### config.mk
export PLATFORM = sky130hd
export DESIGN_NAME = pint_div
export DESIGN_NICKNAME = d
export VERILOG_FILES = /design/src/hw/rtl/polynomial_integrator_defines.svh /design/src/hw/rtl/pint_div.sv
export SDC_FILE = /design/constraint.sdc
export NUM_CORES = 1
export LEC_CHECK = 0
export ABC_CLOCK_PERIOD_IN_PS = 3400
export BUFFER_PORTS_ARGS = -buffer_cell sky130_fd_sc_hd__buf_4
export CAP_MARGIN = 15
export CORE_UTILIZATION = 42
export DETAILED_ROUTE_END_ITERATION = 10
export PLACE_DENSITY = 0.69
export SLEW_MARGIN = 20
export SYNTH_ARGS = -nofsm -noshare
export SYNTH_HDL_FRONTEND = slang
export SYNTH_SLANG_ARGS = --single-unit
### constraint.sdc
create_clock -name clk -period 3.4 [get_ports clk]
set_clock_uncertainty 0.1 [all_clocks]
set_input_delay 0.68 -clock clk [delete_from_list [all_inputs] [get_ports clk]]
set_output_delay 0.68 -clock clk [all_outputs]
set_load 0.02 [all_outputs]
### src/hw/rtl/polynomial_integrator_defines.svh
// Assertion macros shared by the polynomial integrator RTL.
// Used by modules that carry concurrent checks; expects clk and rst_n in scope.
`ifndef POLYNOMIAL_INTEGRATOR_DEFINES_SVH
`define POLYNOMIAL_INTEGRATOR_DEFINES_SVH

// Same-cycle implication, disabled during reset.
`define PINT_ASSERT_IMPL(label, ante, cons, msg) \
    label: assert property (@(posedge clk) disable iff (!rst_n) (ante) |-> (cons)) \
        else $error(msg);

// Next-cycle implication, disabled during reset.
`define PINT_ASSERT_NEXT(label, ante, cons, msg) \
    label: assert property (@(posedge clk) disable iff (!rst_n) (ante) |=> (cons)) \
        else $error(msg);

`endif

### src/hw/rtl/pint_div.sv
// Restoring unsigned divider, one quotient bit per cycle.
// Depends on nothing outside this file.
`timescale 1ns / 1ps

module pint_div
#(
    parameter int DEND_W = 49,
    parameter int DSOR_W = 16
)
(
    input  logic              clk,
    input  logic              rst_n,
    input  logic              start,
    input  logic [DEND_W-1:0] dividend,
    input  logic [DSOR_W-1:0] divisor,
    output logic              done,
    output logic [DEND_W-1:0] quotient
);

    localparam int CNT_W = $clog2(DEND_W + 1);

    typedef enum logic {
        DV_IDLE,
        DV_RUN
    } dv_state_t;

    dv_state_t         state_reg;
    logic [CNT_W-1:0]  cnt_reg;
    logic              done_reg;
    logic [DEND_W-1:0] q_reg;
    logic [DSOR_W:0]   rem_reg;
    logic [DSOR_W-1:0] dsor_reg;
    logic [DSOR_W:0]   rem_sh;
    logic              ge;
    logic [DSOR_W:0]   rem_next;

    always_comb
    begin
        rem_sh   = {rem_reg[DSOR_W-1:0], q_reg[DEND_W-1]};
        ge       = (rem_sh >= {1'b0, dsor_reg});
        rem_next = ge ? (rem_sh - {1'b0, dsor_reg}) : rem_sh;
    end

    always_ff @(posedge clk or negedge rst_n)
    begin
        if (!rst_n)
        begin
            state_reg <= DV_IDLE;
            cnt_reg   <= '0;
            done_reg  <= 1'b0;
        end
        else
        begin
            done_reg <= 1'b0;
            case (state_reg)
                DV_IDLE:
                begin
                    if (start)
                    begin
                        state_reg <= DV_RUN;
                        cnt_reg   <= CNT_W'(DEND_W);
                    end
                end
                DV_RUN:
                begin
                    cnt_reg <= cnt_reg - 1'b1;
                    if (cnt_reg == CNT_W'(1))
                    begin
                        state_reg <= DV_IDLE;
                        done_reg  <= 1'b1;
                    end
                end
                default:
                begin
                    state_reg <= DV_IDLE;
                end
            endcase
        end
    end

    always_ff @(posedge clk)
    begin
        if (state_reg == DV_IDLE && start)
        begin
            q_reg    <= dividend;
            rem_reg  <= '0;
            dsor_reg <= divisor;
        end
        else if (state_reg == DV_RUN)
        begin
            q_reg   <= {q_reg[DEND_W-2:0], ge};
            rem_reg <= rem_next;
        end
    end

    assign done     = done_reg;
    assign quotient = q_reg;

endmodule

==> flow_metrics.tcl <==
set metrics [dict create \
    outcome "finished clean" \
    end_kind "flip-flop" \
    cts_num_sinks 89 \
    crit_chain "inv_1, ha_1, nor2b_1, o31ai_1, a21oi_2, o31a_1, nor2_4, o21ai_0" \
    grt_antenna_before_repair 0 \
    hold_buffers 0 \
    clkTransAtPathRegs_ns 0.09 \
    cts_max_level 3 \
    ys_top_cells_by_count "edfxtp_1, mux2_2, nand2_1" \
    synth_top_area_cell "edfxtp_1" \
    report.final.hold_viol_count 0 \
    grt_pass1_vias 3461 \
    mappedNetlistArea_um2 4550 \
    use_met2_pct 30.5 \
    firstDrtPassIters 4 \
    grt_busiest_layer "met2" \
    ios 118 \
    synthesis.instances 370 \
    min_period_over_period_pct 76.7 \
    cts_buffers 9 \
    grt_setup_unrepaired "no" \
    grt_use_total_pct 19.5 \
    final_area_um2 5800 \
    ys_ff_latch 89 \
    die_x_um 106 \
    cts_resized 0 \
    largest_register_ffs 49 \
    synth_ff_type "edfxtp_1" \
    fin_crit_ns 2.61 \
    worst-path-max-fanout 9 \
    grt_pass1_wl_mm 16.9 \
    path_delay_family "compound AO/OA/AOI/OAI gates" \
    rrSetupSlack_ns 0.79 \
    core-area_um2 10400 \
    grt_max_degree 59 \
    tritoncts "built" \
    ir_worst_vdd_v 0.000531 \
    p_leak_uw 0.00239 \
    slew_viol_final 0 \
    regArea_um2 2470 \
    yosysWarnings 0 \
    cts_buffer_depth 2 \
    ys_seq_area_share_pct 54.4 \
    required_ns 3.40 \
    syn-num-nets 457 \
    cp-start-kind "flip-flop" \
    diodes 0 \
    min_path_type "input port to asynchronous set/reset pin" \
    synth_area_leaders "edfxtp_1, mux2_2, dfxtp_1, ha_1, dfrtp_1" \
    synthArstFlopShare_pct 8.99 \
    rows 37 \
    finalSetupTns_ns 0 \
    power.density_nw_per_um2 937 \
    slowest_stage "o31a_1" \
    cp_num_buf_inv 1 \
    fmax_mhz 384 \
    wl_per_cell_um 16.6 \
    grt-ovfl-total 0 \
    routed_wl_mm 10.4 \
    io_buffers 117 \
    drv_cap 0 \
    finalWorstSetupSlack_ns 0.794 \
    place.gp.congestion 0.951 \
    dieArea_um2 11200 \
    multi_input_area_um2 1920 \
    dpl-instance-area_um2 5610 \
    clk_latency_ns 0.35 \
    synth_top_area_share_pct 42.9 \
    fin_total_pwr_uw 5430 \
    post-place-ws_ns 0.814 \
    syn_avg_cell_area_um2 12.3 \
    slew_headroom_pct 60.5 \
    drive_gt1_share_pct 40.2 \
    timing.hold.ws_ns 0.0289 \
    ant_nets 0 \
    tightest_slew_ns 0.593 \
    viasPerCell 5.36 \
    start_util_pct 43.7 \
    ys_types 57 \
    hpwlAfterDp_mm 7.55 \
    dieHeight_um 106 \
    fillers 895 \
    synth-edff-count 65 \
    route.detailed.drc 0 \
    grtUsageMet3_pct 6.50 \
    critPathMaxStageDelay_ns 0.46 \
    yosysMostFrequentCell "edfxtp_1" \
    path_class "flip-flop to flip-flop" \
    grt_util_met1_pct 24.7 \
    num_vias 3369 \
    setup_viol 0 \
    root_buffer "clkbuf_8" \
    rr_worst_depth 8 \
    area_growth_pct 27.5 \
    arrival_ns 2.61 \
    post-cts-setup-buffer-count 0 \
    drt_iter0_markers 140 \
    cp.depth 8 \
    nNetsFinal 574 \
]
## worst register-to-register path, stage by stage, from the launching register on
cell      delay (ns)
edfxtp_1        0.43
inv_1           0.09
ha_1            0.24
nor2b_1         0.17
o31ai_1         0.32
a21oi_2         0.15
o31a_1          0.46
nor2_4          0.28
o21ai_0         0.11
## report_power, final
| part | switching [µW] | internal (µW) |
|---|---|---|
| Sequential | 310 | 1750 |
| Combinational | 1410 | 1250 |
| Clock | 373 | 335 |
## routing by layer
metal	vias to the layer above	share of wire (%)
li1	1632	-
met1	1599	44
met2	125	47
met3	13	7.5
met4	0	1.4
met5	-	0
## through the flow
stage	instances	utilization, %
2_1_floorplan	370	-
3_3_place_gp	612	53.9
3_5_place_dp	612	53.9
4_1_cts	628	55.7
5_1_grt	628	55.7
6_report	628	55.7
## kinds of logic after synthesis
logic type                 Yosys count  share of synthesized area, %
xor gates and xnor gates            13                          2.50
and+or+nand+nor                     86                          9.74
DFF                                 89                          54.4
buffers and inverters               40                          3.49
adders and majority gates           19                          5.39
AOI/OAI and AO/OA                   75                          12.6
muxes                               48                          11.9
## worst paths after layout
| check | from | to |
|---|---|---|
| max | dsor_reg[1] | quotient[0] |
| min | rst_n | cnt_reg[2] |
| max reg2reg | dsor_reg[1] | quotient[0] |
| min reg2reg | cnt_reg[5] | cnt_reg[5] |
| max in group asynchronous | rst_n | state_reg |
| min in group clk | cnt_reg[5] | cnt_reg[5] |
## placed cells by master (no fill, tap or decap), types with 4 or more instances in the layout
cell,instances
o221ai_1,4
inv_1,22
o21ai_0,8
nor3_1,5
edfxtp_1,65
nor2_1,10
buf_4,120
dfxtp_1,16
clkbuf_8,9
a21oi_1,11
nand2_1,31
nand3_1,8
o311ai_1,5
o211ai_1,6
ha_1,18
xnor2_1,7
nand4_1,8
mux2_2,48
xor2_1,6
dfrtp_1,8
a21o_1,7
## final cells by class
cell class,count,area share [%]
clock buffer,10,2.20
sequential,89,42.6
multi-input combinational,241,33.2
inverter,23,1.49
tap,136,2.93
timing repair buffer,123,16.6
clock inverter,6,1.01
Power figures use the tool's default switching activity.
